File: src/rtl/sil_pkg.sv
`timescale 1ns / 1ps
// ----------------------------------------------------------------------------
// Serial image loader package
// Shared widths, header layout constants and the result word type.
// ----------------------------------------------------------------------------
package sil_pkg;

  // Field widths of the channel words
  localparam int ByteW = 8;
  localparam int AddrW = 32;
  localparam int LenW  = 32;
  localparam int SumW  = 40;
  localparam int HcW   = 4;

  // Header layout: four length bytes, then five expected-sum bytes
  localparam logic [HcW-1:0] LenBytes = 4'd4;
  localparam logic [HcW-1:0] HdrBytes = 4'd9;
  localparam logic [HcW-1:0] HdrLast  = 4'd8;

  // Load base after reset
  localparam logic [AddrW-1:0] LoadBaseReset = 32'h0008_0000;

  // One result word
  typedef struct packed {
    logic             write_valid;
    logic [AddrW-1:0] write_addr;
    logic [ByteW-1:0] write_data;
    logic             done_res;
    logic             checksum_ok;
  } sil_result_t;

endpackage

File: src/rtl/sil_in_if.sv
`timescale 1ns / 1ps
// ----------------------------------------------------------------------------
// Serial image loader input channel
// Valid/ready channel carrying one received byte per word.
// ----------------------------------------------------------------------------
interface sil_in_if;
  import sil_pkg::*;

  logic             valid;
  logic             ready;
  logic [ByteW-1:0] rx_byte;

  modport source (output valid, output rx_byte, input ready);
  modport sink (input valid, input rx_byte, output ready);
endinterface

File: src/rtl/sil_out_if.sv
`timescale 1ns / 1ps
// ----------------------------------------------------------------------------
// Serial image loader result channel
// Valid/ready channel carrying a memory write and/or a checksum verdict.
// ----------------------------------------------------------------------------
interface sil_out_if;
  import sil_pkg::*;

  logic             valid;
  logic             ready;
  logic             write_valid;
  logic [AddrW-1:0] write_addr;
  logic [ByteW-1:0] write_data;
  logic             done_res;
  logic             checksum_ok;

  modport source (output valid, output write_valid, output write_addr,
                  output write_data, output done_res, output checksum_ok,
                  input ready);
  modport sink (input valid, input write_valid, input write_addr,
                input write_data, input done_res, input checksum_ok,
                output ready);
endinterface

File: src/rtl/sil_out_stage.sv
`timescale 1ns / 1ps
// ----------------------------------------------------------------------------
// Serial image loader output register
// Holds one result word until the sink takes it; reports space for a new one.
// ----------------------------------------------------------------------------
module sil_out_stage (
  input  logic                clk,
  input  logic                rst_n,
  input  logic                load,
  input  sil_pkg::sil_result_t res,
  output logic                space,
  sil_out_if.source           out_ch
);
  import sil_pkg::*;

  logic        valid_r;
  logic        valid_nxt;
  sil_result_t data_r;

  // The register may be refilled in the cycle its word leaves.
  assign space = !valid_r || out_ch.ready;

  always_comb begin
    valid_nxt = valid_r;
    if (load) begin
      valid_nxt = 1'b1;
    end else if (out_ch.ready) begin
      valid_nxt = 1'b0;
    end
  end

  always_ff @(posedge clk) begin
    if (!rst_n) begin
      valid_r <= 1'b0;
    end else begin
      valid_r <= valid_nxt;
    end
  end

  // Payload needs no reset.
  always_ff @(posedge clk) begin
    if (load) begin
      data_r <= res;
    end
  end

  assign out_ch.valid       = valid_r;
  assign out_ch.write_valid = data_r.write_valid;
  assign out_ch.write_addr  = data_r.write_addr;
  assign out_ch.write_data  = data_r.write_data;
  assign out_ch.done_res    = data_r.done_res;
  assign out_ch.checksum_ok = data_r.checksum_ok;

endmodule

File: src/rtl/serial_image_loader_unit.sv
`timescale 1ns / 1ps
// A result word is registered and appears on the output in the cycle after its byte is accepted.
// One byte is taken per cycle; the input stalls only while a result waits unread.
// Header bytes other than the ninth (with a zero length) produce no result word.
// Reset is synchronous and active low: header, index and sum state clear, the
// load base returns to 0x80000 and the output register empties.
// ----------------------------------------------------------------------------
// Serial image loader
// Parses a length/expected-sum header, emits payload bytes as memory writes
// and reports whether the additive checksum of the payload matched.
// ----------------------------------------------------------------------------
module serial_image_loader_unit #(
  parameter int ADDR_WIDTH = 32
) (
  input  logic                    clk,
  input  logic                    rst_n,
  input  logic                    cfg_we,
  input  logic [sil_pkg::AddrW-1:0] cfg_wdata,
  sil_in_if.sink                  in_ch,
  sil_out_if.source               out_ch
);
  import sil_pkg::*;

  // Addresses wrap at ADDR_WIDTH bits, or at 32 (the result field width) when ADDR_WIDTH is larger.
  localparam int               AddrKeep = (ADDR_WIDTH < AddrW) ? ADDR_WIDTH : AddrW;
  localparam logic [AddrW-1:0] AddrMask = {AddrW{1'b1}} >> (AddrW - AddrKeep);

  logic [AddrW-1:0] load_base_r;
  logic [HcW-1:0]   header_count_r, header_count_nxt;
  logic [LenW-1:0]  image_length_r, image_length_nxt;
  logic [SumW-1:0]  expected_sum_r, expected_sum_nxt;
  logic [LenW-1:0]  byte_index_r, byte_index_nxt;
  logic [SumW-1:0]  running_sum_r, running_sum_nxt;

  logic             accept;
  logic             has_res;
  logic             space;
  sil_result_t      res;
  logic [LenW-1:0]  index_inc;
  logic [SumW-1:0]  sum_add;

  assign in_ch.ready = space;
  assign accept      = in_ch.valid && space;

  // Configuration register
  always_ff @(posedge clk) begin
    if (!rst_n) begin
      load_base_r <= LoadBaseReset;
    end else if (cfg_we) begin
      load_base_r <= cfg_wdata;
    end
  end

  assign index_inc = byte_index_r + 1'b1;
  assign sum_add   = running_sum_r + {{(SumW-ByteW){1'b0}}, in_ch.rx_byte};

  // Header parsing, payload addressing and checksum for the byte on the input
  always_comb begin
    header_count_nxt = header_count_r;
    image_length_nxt = image_length_r;
    expected_sum_nxt = expected_sum_r;
    byte_index_nxt   = byte_index_r;
    running_sum_nxt  = running_sum_r;
    has_res          = 1'b0;
    res              = '0;
    if (header_count_r < HdrBytes) begin
      if (header_count_r < LenBytes) begin
        image_length_nxt = {image_length_r[LenW-ByteW-1:0], in_ch.rx_byte};
      end else begin
        expected_sum_nxt = {expected_sum_r[SumW-ByteW-1:0], in_ch.rx_byte};
      end
      header_count_nxt = header_count_r + 1'b1;
      if (header_count_r == HdrLast) begin
        byte_index_nxt  = '0;
        running_sum_nxt = '0;
        // An empty image completes as soon as the header is in.
        if (image_length_r == '0) begin
          has_res          = 1'b1;
          res.done_res     = 1'b1;
          res.checksum_ok  = (expected_sum_nxt == '0);
          header_count_nxt = '0;
        end
      end
    end else begin
      has_res         = 1'b1;
      res.write_valid = 1'b1;
      res.write_addr  = (load_base_r + byte_index_r) & AddrMask;
      res.write_data  = in_ch.rx_byte;
      running_sum_nxt = sum_add;
      byte_index_nxt  = index_inc;
      // Last payload byte: verdict includes this byte, then back to header.
      if (index_inc >= image_length_r) begin
        res.done_res     = 1'b1;
        res.checksum_ok  = (sum_add == expected_sum_r);
        header_count_nxt = '0;
        byte_index_nxt   = '0;
        running_sum_nxt  = '0;
      end
    end
  end

  // Loader state
  always_ff @(posedge clk) begin
    if (!rst_n) begin
      header_count_r <= '0;
      image_length_r <= '0;
      expected_sum_r <= '0;
      byte_index_r   <= '0;
      running_sum_r  <= '0;
    end else if (accept) begin
      header_count_r <= header_count_nxt;
      image_length_r <= image_length_nxt;
      expected_sum_r <= expected_sum_nxt;
      byte_index_r   <= byte_index_nxt;
      running_sum_r  <= running_sum_nxt;
    end
  end

  // Result register towards the sink
  sil_out_stage u_out_stage (
    .clk    (clk),
    .rst_n  (rst_n),
    .load   (accept && has_res),
    .res    (res),
    .space  (space),
    .out_ch (out_ch)
  );

endmodule

File: src/flat_wrapper.sv
// flat-port wrapper written by rule: the top's interface ports become plain ports
module serial_image_loader_unit_flat import sil_pkg::*;
#(
  parameter int ADDR_WIDTH = 32
)
  (clk, rst_n, cfg_we, cfg_wdata, in_ch_valid, in_ch_rx_byte, in_ch_ready, out_ch_valid, out_ch_write_valid, out_ch_write_addr, out_ch_write_data, out_ch_done_res, out_ch_checksum_ok, out_ch_ready);
  sil_in_if in_ch_i ();
  sil_out_if out_ch_i ();
  input  logic clk;
  input  logic rst_n;
  input  logic cfg_we;
  input  logic [sil_pkg::AddrW-1:0] cfg_wdata;
  input wire logic [$bits(in_ch_i.valid)-1:0] in_ch_valid;
  input wire logic [$bits(in_ch_i.rx_byte)-1:0] in_ch_rx_byte;
  output wire logic [$bits(in_ch_i.ready)-1:0] in_ch_ready;
  output wire logic [$bits(out_ch_i.valid)-1:0] out_ch_valid;
  output wire logic [$bits(out_ch_i.write_valid)-1:0] out_ch_write_valid;
  output wire logic [$bits(out_ch_i.write_addr)-1:0] out_ch_write_addr;
  output wire logic [$bits(out_ch_i.write_data)-1:0] out_ch_write_data;
  output wire logic [$bits(out_ch_i.done_res)-1:0] out_ch_done_res;
  output wire logic [$bits(out_ch_i.checksum_ok)-1:0] out_ch_checksum_ok;
  input wire logic [$bits(out_ch_i.ready)-1:0] out_ch_ready;
  assign in_ch_i.valid = in_ch_valid;
  assign in_ch_i.rx_byte = in_ch_rx_byte;
  assign in_ch_ready = in_ch_i.ready;
  assign out_ch_valid = out_ch_i.valid;
  assign out_ch_write_valid = out_ch_i.write_valid;
  assign out_ch_write_addr = out_ch_i.write_addr;
  assign out_ch_write_data = out_ch_i.write_data;
  assign out_ch_done_res = out_ch_i.done_res;
  assign out_ch_checksum_ok = out_ch_i.checksum_ok;
  assign out_ch_i.ready = out_ch_ready;
  serial_image_loader_unit #(.ADDR_WIDTH(ADDR_WIDTH)) u_core (.clk(clk), .rst_n(rst_n), .cfg_we(cfg_we), .cfg_wdata(cfg_wdata), .in_ch(in_ch_i), .out_ch(out_ch_i));
endmodule
File: config.mk
export PLATFORM = sky130hd
export DESIGN_NAME = serial_image_loader_unit_flat
export DESIGN_NICKNAME = d
export VERILOG_FILES = /design/src/rtl/sil_pkg.sv /design/src/rtl/sil_in_if.sv /design/src/rtl/sil_out_if.sv /design/src/rtl/sil_out_stage.sv /design/src/rtl/serial_image_loader_unit.sv /design/src/flat_wrapper.sv
export SDC_FILE = /design/constraint.sdc
export NUM_CORES = 1
export LEC_CHECK = 0
export ABC_AREA = 1
export BUFFER_PORTS_ARGS = -buffer_cell sky130_fd_sc_hd__buf_2
export CORE_MARGIN = 2
export CORE_UTILIZATION = 50
export CTS_CLUSTER_SIZE = 28
export DETAILED_ROUTE_END_ITERATION = 8
export PLACE_DENSITY = 0.7
export SLEW_MARGIN = 10
export SYNTH_ARGS = -nofsm -noshare
export SYNTH_HDL_FRONTEND = slang
export SYNTH_HIERARCHICAL = 1
export SYNTH_SLANG_ARGS = --single-unit
File: constraint.sdc
create_clock -name clk -period 8.2 [get_ports clk]
set_input_delay 2.46 -clock clk [delete_from_list [all_inputs] [get_ports clk]]
set_output_delay 2.46 -clock clk [all_outputs]
set_load 0.1 [all_outputs]
==> results of run 1 <==
[cell usage after synthesis, types with 4 or more instances]
master and n:
a211oi_1 23, edfxtp_1 43, nand3b_1 7, inv_2 6, nand4_1 37, nor2_1 256
a22oi_1 19, nor3_1 18, xnor2_1 14, nand2_1 513, nor2_2 5, o211ai_1 4
ha_1 75, inv_1 249, nand2_2 6, buf_4 5, nor4_1 11, xnor3_1 5
a21oi_1 181, nand3_1 117, nand3_2 5, buf_2 9, o21ai_0 157, o21a_1 9
clkbuf_1 47, dfxtp_1 181, xor2_1 29, o21ai_1 5, buf_1 5
[final timing paths]
| path | endpoint | cells past startpoint | slack [ns] | from |
|---|---|---|---|---|
| worst min register to register | u_core/running_sum_r[5] | 2 | 0.47 | u_core/running_sum_r[5] |
| worst max-delay path | in_ch_ready | 4 | 2.67 | out_ch_ready |
| worst min-delay path | u_core/running_sum_r[5] | 2 | 0.47 | u_core/running_sum_r[5] |
| worst max register to register | u_core/running_sum_r[16] | 22 | 3.04 | u_core/byte_index_r[0] |
[registers in the layout, indices dropped and copies added (netlist names)]
name / count
u_core/byte_index_r: 32
u_core/u_out_stage/out_ch.done_res: 1
u_core/expected_sum_r: 40
u_core/u_out_stage/out_ch.write_addr: 32
u_core/header_count_r: 4
u_core/u_out_stage/out_ch.write_valid: 1
u_core/running_sum_r: 40
u_core/load_base_r: 32
u_core/u_out_stage/out_ch.write_data: 8
u_core/image_length_r: 32
u_core/u_out_stage/out_ch.valid: 1
u_core/u_out_stage/out_ch.checksum_ok: 1
[routing by layer]
metal,global-route usage (%),wire [um],vias up
met5,0,0,-
met4,7.49,994,0
met3,3.20,3010,63
met2,49.7,19500,496
met1,38.0,18400,6444
li1,-,-,6999
[through the flow]
stage	utilization [%]	hold slack, ns	power, mW	setup slack [ns]	area, um^2
after CTS	56.6	0.472	2.86	2.67	15700
after global routing	56.6	0.491	2.96	2.64	15700
final	56.6	0.471	2.84	2.67	15700
after floorplan	-	0.435	1.54	2.77	14100
after detailed placement	53.4	0.464	1.67	2.67	14800
after global placement	53.4	0.457	1.66	2.67	14800
[layout make-up]
class	instances	area, um^2	share of cell area [%]
Sequential cell	224	4910	31.3
Clock buffer	36	782	4.98
Inverter	256	961	6.11
Clock inverter	14	103	0.653
Tap cell	378	473	3.01
Multi-Input combinational cell	1533	7960	50.6
Timing Repair Buffer	100	528	3.36
[report_power, final]
part / leakage, nW / internal, mW / total [mW] / switching [mW]
Sequential: 1.88 / 1.18 / 1.22 / 0.0422
Clock: 0.441 / 0.701 / 1.19 / 0.490
Combinational: 4.63 / 0.125 / 0.433 / 0.308
Total: 6.95 / 2.00 / 2.84 / 0.840
[worst min-delay path, stage by stage (launching register included)]
cell     delay (ns)
dfxtp_1        0.31
nand2_1        0.06
a21oi_1        0.05
[logic make-up (layout without fill, tap and decap cells)]
| family | count (synthesis) | after routing | synth area share (%) |
|---|---|---|---|
| flops | 224 | 224 | 34.9 |
| simple gates | 993 | 993 | 29.8 |
| xor+xnor | 48 | 48 | 3.47 |
| buf+inv | 322 | 406 | 8.79 |
| fa+ha+maj | 77 | 77 | 6.94 |
| compound gates | 415 | 415 | 16.1 |
==> impl_metrics.json, run 1 <==
{
  "status": "completed",
  "startpoint_type": "primary input",
  "worstPathCellList": "buf_2 -> inv_1 -> nand2_2 -> buf_2",
  "crit_fanout": 3,
  "p_leak_nw": 6.95,
  "cts_hold_buf": 0,
  "synth_enable_flop_cells": 43,
  "ios": 90,
  "worstPathArrival_ns": 3.07,
  "grt_pass1_wl_um": 67500,
  "dominantRegCellSynth": "dfxtp_1",
  "clk_transition_reported_paths_ns": 0.06,
  "cts_max_path_buffers": 3,
  "n_fill_cell": 2762,
  "fin_crit_ns": 5.53,
  "fin_cells": 2541,
  "final_max_slew_viol_count": 0,
  "dr.pass1.iters": 8,
  "root_buffer": "clkbuf_16",
  "ys_types": 52,
  "initial_core_util_pct": 50.7,
  "synth_top_cell_by_area": "dfxtp_1",
  "core_area_um2": 27800,
  "clock_latency_ns": 0.56,
  "syn_area_per_cell_um2": 6.78,
  "dieArea_um2": 29500,
  "hold_viol_final": 0,
  "synth-seq-area-share_pct": 34.9,
  "rsz0062_at_grt": "false",
  "max_freq_ghz": 0.181,
  "wl_per_cell_um": 16.5,
  "numCtsBuffers": 27,
  "async_flop_share_pct": 0,
  "cp-end-kind": "output pin",
  "syn_nets": 2201,
  "grt_overflow": 0,
  "avgViaCountPerCell": 5.51,
  "synthCells": 2079,
  "hpwlAfterDp_um": 31200,
  "post-cts-setup-buffers": 0,
  "cts_max_level": 1,
  "max_slew_margin_pct": 28.3,
  "nets": 2264,
  "diodes": 0,
  "critPathKind": "primary input to output pin",
  "grt_pass1_vias": 13300,
  "finalCritPeriodShare_pct": 67.4,
  "crit_required_ns": 5.74,
  "cap_violations": 0,
  "final_cell_mix": "nand2_1 (513), nor2_1 (254), inv_1 (249), a21oi_1 (181), dfxtp_1 (181)",
  "netlist_top_cells_area": "dfxtp_1 (26%), nand2_1 (14%), edfxtp_1 (9.2%), nor2_1 (6.8%), ha_1 (6.7%)",
  "place_inst": 2491,
  "place_congestion": 0.966,
  "synth_area_um2": 14100,
  "tightest_slew_ns": 1.07,
  "synth_top_area_share_pct": 25.7,
  "setup_tns_ns": 0,
  "cts_sinks": 224,
  "cp_common_cell": "buf_2",
  "worstHoldPathType": "flip-flop to flip-flop",
  "chipHeight_um": 172,
  "cts_resized": 0,
  "ys_ff_latch": 224,
  "port_buffers": 89,
  "power_density_nw_per_um2": 181,
  "slowest_delay_ns": 0.43,
  "finClkSkew_ns": 0.0271,
  "peakVddDrop_uv": 132,
  "grt_start_max_net_pins": 82,
  "tritoncts": "done",
  "num_rows": 61,
  "drc": 0,
  "critPathSlowestCell": "buf_2",
  "grt_usage_pct": 28.6,
  "vias": 14000,
  "setup_violations": 0,
  "die_w_um": 172,
  "worst-path-buf-inv": 3,
  "antenna_found_initial": 0,
  "synthToLayoutAreaGrowth_pct": 11.5,
  "ant_nets": 0,
  "crit_family": "buffers and inverters",
  "post_route_cells_drive_above_1_share_pct": 8.14,
  "wl_um": 41900,
  "final_common_cell": "nand2_1",
  "drt-initial-drc-count": 1155,
  "yosysWarnings": 6
}
Note: power is estimated with default switching activity, not from simulation.
==> inputs of run 2 (changes only) <==
ABC_AREA = 0   (was 1)
clock period = 5.3 ns   (was 8.2 ns; I/O delays follow)
==> run 2 against run 1 <==
  * Non-clock buffer count grew 12
  * Die area shrank 5.6%
  * Worst setup slack lost 2.4 ns
  * Global-route usage shrank 3.5 points
  * Critical path depth grew 13
  * Critical endpoint is now u_core/u_out_stage/out_ch.checksum_ok
  * Highest routed layer unchanged
==> impl_metrics.json, run 2 <==
{
  "vias": 11500,
  "place_inst": 1920,
  "fin_crit_ns": 5.03,
  "grt_start_max_net_pins": 76,
  "max_freq_ghz": 0.199,
  "power_density_nw_per_um2": 248,
  "startpoint_type": "flip-flop",
  "clk_transition_reported_paths_ns": 0.07,
  "cts_sinks": 224,
  "grt_pass1_vias": 11000,
  "tritoncts": "done",
  "syn_area_per_cell_um2": 8.57,
  "fin_cells": 1967,
  "synth_top_cell_by_area": "dfxtp_1",
  "post_route_cells_drive_above_1_share_pct": 10.5,
  "netlist_top_cells_area": "dfxtp_1 (27%), edfxtp_1 (9.7%), ha_1 (7.1%), nand2_1 (6.4%), a21boi_0 (4.6%)",
  "dominantRegCellSynth": "dfxtp_1",
  "synth_enable_flop_cells": 43,
  "wl_met3_um": 2610,
  "ys_types": 77,
  "status": "completed",
  "numCtsBuffers": 26,
  "final_cell_mix": "nand2_1 (228), dfxtp_1 (181), buf_2 (88), a21boi_0 (81), o21ai_0 (80)",
  "synth_area_um2": 13300,
  "ant_nets": 0,
  "async_flop_share_pct": 0,
  "r2r_slack_ns": 0.27,
  "yosys-top-cells-count": "nand2_1 (228), dfxtp_1 (181), a21boi_0 (81)",
  "synth_most_common_cell": "nand2_1",
  "drt-initial-drc-count": 774,
  "cap_violations": 0,
  "core_area_um2": 26100,
  "grt_usage_pct": 25.1,
  "synth_top_area_share_pct": 27.3,
  "avgViaCountPerCell": 5.85,
  "holdWs_ns": 0.488,
  "drc": 0,
  "finalCritPeriodShare_pct": 94.9,
  "synthToLayoutAreaGrowth_pct": 12.1,
  "worstHoldPathType": "flip-flop to flip-flop",
  "grt_pass1_wl_um": 57700,
  "wl_per_cell_um": 18.0,
  "post-cts-setup-buffers": 0,
  "wl_um": 35500,
  "dieArea_um2": 27900,
  "setup_violations": 0,
  "hold_viol_final": 0,
  "yosysWarnings": 6,
  "max_slew_margin_pct": 26.8,
  "top_layer": "met4",
  "critPathKind": "flip-flop to flip-flop",
  "initial_core_util_pct": 51.0,
  "worstPathArrival_ns": 5.40,
  "reg2reg_depth": 17,
  "syn_nets": 1672,
  "ios": 90,
  "final_core_utilization_pct": 57.2,
  "largestRegisters": "u_core/expected_sum_r x40, u_core/running_sum_r x40",
  "chipHeight_um": 167,
  "grt_overflow": 0,
  "crit_fanout": 8,
  "dpl_cell_area_um2": 14100,
  "dr.pass1.iters": 5,
  "crit_required_ns": 5.67,
  "peakVddDrop_uv": 265,
  "met2_wirelength_um": 15200,
  "p_leak_nw": 6.00,
  "port_buffers": 89,
  "hold_depth": 2,
  "cts_max_path_buffers": 3,
  "clock_latency_ns": 0.55,
  "diodes": 0,
  "m1WireLength_um": 17000,
  "finClkSkew_ns": 0.0304,
  "final_common_cell": "nand2_1",
  "cp-end-kind": "flip-flop",
  "tightest_slew_ns": 1.09,
  "die_w_um": 167,
  "num_rows": 59,
  "setup_tns_ns": 0,
  "synth-seq-area-share_pct": 37.0,
  "ys_ff_latch": 224,
  "cts_max_level": 1,
  "hpwlAfterDp_um": 25200,
  "fin_area_um2": 14900,
  "nets": 1735,
  "place_congestion": 0.947,
  "antenna_found_initial": 0,
  "root_buffer": "clkbuf_16",
  "synthCells": 1550,
  "final_max_slew_viol_count": 0
}
-- run 2: cell count changes in the layout (fill, tap and decap cells not counted), moves of 77 or more --
cell / before / now
inv_1: 249 / 54
a21oi_1: 181 / 56
nand3_1: 117 / 37
nor2_1: 254 / 68
nand2_1: 513 / 228
o21ai_0: 157 / 80
a21boi_0: 2 / 81
-- run 2: layer usage --
metal / vias to the layer above / track usage, %
li1: 5686 / -
met1: 5437 / 37.2
met2: 335 / 38.0
met3: 53 / 4.37
met4: 0 / 6.15
met5: - / 0
-- run 2: final cells by class --
type,instances,area [um^2]
Sequential cell,224,4910
Fill cell,2380,11200
Tap cell,335,419
Clock buffer,38,726
Multi-Input combinational cell,1195,7940
Inverter,54,203
Clock inverter,9,85.1
Timing Repair Buffer,112,621
-- run 2: path summary, 6_finish.rpt --
path | startpoint | endpoint
hold / removal | u_core/running_sum_r[39] | u_core/running_sum_r[39]
setup / recovery | u_core/byte_index_r[6] | u_core/u_out_stage/out_ch.checksum_ok
hold reg to reg | u_core/running_sum_r[39] | u_core/running_sum_r[39]
setup reg to reg | u_core/byte_index_r[6] | u_core/u_out_stage/out_ch.checksum_ok
-- run 2: where the power goes --
group	switching, mW	internal [mW]
Clock	0.731	0.997
Combinational	0.118	0.0859
Sequential	0.0194	1.75
Total	0.868	2.84
-- run 2: worst max-delay path: stages (launching register included) --
cell      delay [ns]
dfxtp_1         0.47
and4_1          0.31
nand4_1         0.20
nor3_1          0.45
and3_1          0.30
and2_1          0.18
nand4_1         0.12
xnor2_1         0.21
ha_1            0.30
nand4_1         0.13
nor4_2          0.41
o211ai_1        0.23
a31oi_4         0.29
o211ai_1        0.10
or4_1           0.58
nor4_1          0.21
nand4_1         0.14
o41ai_2         0.23
-- run 2: logic make-up after synthesis --
group / share of synthesized area (%)
simple gates: 23.0
mux: 2.80
xor+xnor: 7.19
compound gates: 18.9
buf+inv: 3.78
fa+ha+maj: 7.36
flops: 37.0
-- run 2: per-stage QoR --
step	total power, mW	setup WS (ns)
2_1_floorplan	1.94	0.793
3_3_place_gp	2.00	0.308
4_1_cts	3.72	0.198
3_5_place_dp	2.01	0.217
5_1_grt	3.82	-0.00782
6_report	3.70	0.268
-- run 2: repair_timing --
action                                  CTS  global route
hold buffers                              0             0
endpoints found under the setup margin    0            25
gates resized for setup                   0             6
==> inputs of run 3 (changes only) <==
CORE_ASPECT_RATIO = 1.5   (was unset)
HOLD_SLACK_MARGIN = 0.15   (was unset)
==> run 3 against run 2 <==
  * Core utilization fell by 0.44 points
  * Clock power barely moved
  * Power fell by 0.80%
  * Worst setup slack improved by 0.20 ns
  * Largest power group unchanged
  * Largest cell class unchanged
  * Sequential share of layout area fell by 0.055 points
  * Fmax rose by 4.2%
  * Global-route usage rose by 1.2 points
  * Non-clock buffer count rose by 6
  * Highest routed layer unchanged
==> impl_metrics.json, run 3 (same netlist as run 2, synthesis figures left out) <==
{
  "place_congestion": 0.963,
  "rsz0062_at_grt": "false",
  "cts_max_path_buffers": 3,
  "final_core_utilization_pct": 56.7,
  "final_cell_mix": "nand2_1 (228), dfxtp_1 (181), buf_2 (88), a21boi_0 (81), o21ai_0 (80)",
  "largestRegisters": "u_core/expected_sum_r x40, u_core/running_sum_r x40",
  "reg2reg_depth": 18,
  "diodes": 0,
  "met2_wirelength_um": 18700,
  "chipHeight_um": 204,
  "drc": 0,
  "worstHoldPathType": "flip-flop to flip-flop",
  "post-cts-setup-buffers": 0,
  "crit_fanout": 8,
  "max_slew_margin_pct": 24.2,
  "fin_cells": 1972,
  "root_buffer": "clkbuf_16",
  "wl_met3_um": 1440,
  "peakVddDrop_uv": 252,
  "numCtsBuffers": 24,
  "p_leak_nw": 6.04,
  "grt_usage_pct": 26.3,
  "num_rows": 73,
  "top_layer": "met4",
  "ant_nets": 0,
  "tritoncts": "done",
  "r2r_slack_ns": 0.47,
  "crit-reg2reg-capture": "u_core/running_sum_r[32]",
  "hold_depth": 2,
  "finalCritPeriodShare_pct": 91.2,
  "port_buffers": 89,
  "tightest_slew_ns": 1.13,
  "holdPathEnd": "u_core/image_length_r[27]",
  "setup_tns_ns": 0,
  "core_area_um2": 26300,
  "grt_pass1_vias": 11300,
  "dr.pass1.iters": 5,
  "m1WireLength_um": 13700,
  "setup_violations": 0,
  "synthToLayoutAreaGrowth_pct": 12.3,
  "hold_viol_final": 0,
  "wl_um": 36400,
  "startpoint_type": "flip-flop",
  "final_common_cell": "nand2_1",
  "dieArea_um2": 27900,
  "grt_overflow": 0,
  "grt_start_max_net_pins": 112,
  "status": "completed",
  "hpwlAfterDp_um": 26500,
  "grt_pass1_wl_um": 58200,
  "max_freq_ghz": 0.207,
  "cp-end-kind": "flip-flop",
  "place_inst": 1928,
  "wl_per_cell_um": 18.5,
  "crit_required_ns": 5.75,
  "cts_hold_buf": 0,
  "nets": 1739,
  "power_density_nw_per_um2": 246,
  "cap_violations": 0,
  "total_power_mw": 3.67,
  "critPathKind": "flip-flop to flip-flop",
  "cts_sinks": 224,
  "ios": 90,
  "clock_latency_ns": 0.56,
  "fin_crit_ns": 4.83,
  "vias": 11500,
  "finClkSkew_ns": 0.0325,
  "final_max_slew_viol_count": 0,
  "cts_max_level": 1,
  "worst_r2r_startpoint": "u_core/byte_index_r[6]",
  "drt-initial-drc-count": 619,
  "worstPathArrival_ns": 5.29,
  "die_w_um": 137,
  "antenna_found_initial": 0,
  "worstHoldStart": "u_core/image_length_r[27]",
  "clk_transition_reported_paths_ns": 0.06,
  "avgViaCountPerCell": 5.86,
  "initial_core_util_pct": 50.5,
  "n_fill_cell": 2392,
  "post_route_cells_drive_above_1_share_pct": 10.9
}
## run 3: power by group
part	internal (mW)	switching [mW]	leakage, nW
Sequential	1.75	0.0198	1.86
Combinational	0.0859	0.114	3.78
Clock	0.988	0.715	0.400
Total	2.82	0.849	6.04
## run 3: final cells by class
cell class | count | area [um^2] | share of cell area, %
inverter | 54 | 203 | 1.36
clock inverter | 14 | 130 | 0.872
sequential | 224 | 4910 | 32.9
tap | 337 | 422 | 2.82
timing repair buffer | 118 | 678 | 4.54
clock buffer | 30 | 664 | 4.45
multi-input combinational | 1195 | 7920 | 53.0
## run 3: metrics by stage
| step | worst slack, ns | hold WS, ns | instance area (um^2) |
|---|---|---|---|
| after global routing | 0.0256 | 0.520 | 14900 |
| after floorplan | 0.793 | 0.449 | 13300 |
| after detailed placement | 0.189 | 0.477 | 14100 |
| after global placement | 0.270 | 0.469 | 14100 |
| after CTS | 0.287 | 0.485 | 14900 |
| final | 0.468 | 0.487 | 14900 |
## run 3: timing repair
| action | CTS | global route |
|---|---|---|
| gates resized for setup | 0 | 4 |
| endpoints found under the hold margin | 0 | 0 |
| setup endpoints to repair | 0 | 8 |
## run 3: per-layer routing
metal	GRT usage, %	up-vias
li1	-	5681
met1	28.8	5419
met2	47.7	330
met3	2.49	118
met4	16.7	0
met5	0	-
## run 3: how the worst max path moves through the flow
stage	start	endpoint	slack, ns	cells past startpoint
after detailed placement	in_ch_rx_byte[0]	u_core/u_out_stage/out_ch.checksum_ok	0.19	13
after CTS	u_core/byte_index_r[6]	u_core/u_out_stage/out_ch.checksum_ok	0.29	17
after global placement	in_ch_rx_byte[0]	u_core/u_out_stage/out_ch.checksum_ok	0.27	13
final	u_core/byte_index_r[6]	u_core/running_sum_r[32]	0.47	18
after floorplan	u_core/byte_index_r[6]	u_core/u_out_stage/out_ch.checksum_ok	0.79	18
after global routing	u_core/byte_index_r[6]	u_core/running_sum_r[32]	0.03	18
## run 3: critical path, cell delays in order, from the launching register on
cell      delay (ns)
dfxtp_1         0.46
and4_1          0.32
nand4_1         0.22
nor4_1          0.32
buf_4           0.19
and3_1          0.22
buf_4           0.15
nand3_1         0.09
xnor2_1         0.23
ha_1            0.28
a21oi_1         0.14
o21ai_0         0.10
a221oi_1        0.33
o211ai_1        0.23
nor4_2          0.57
and2_2          0.40
buf_4           0.22
nand3_1         0.08
o21ai_0         0.17
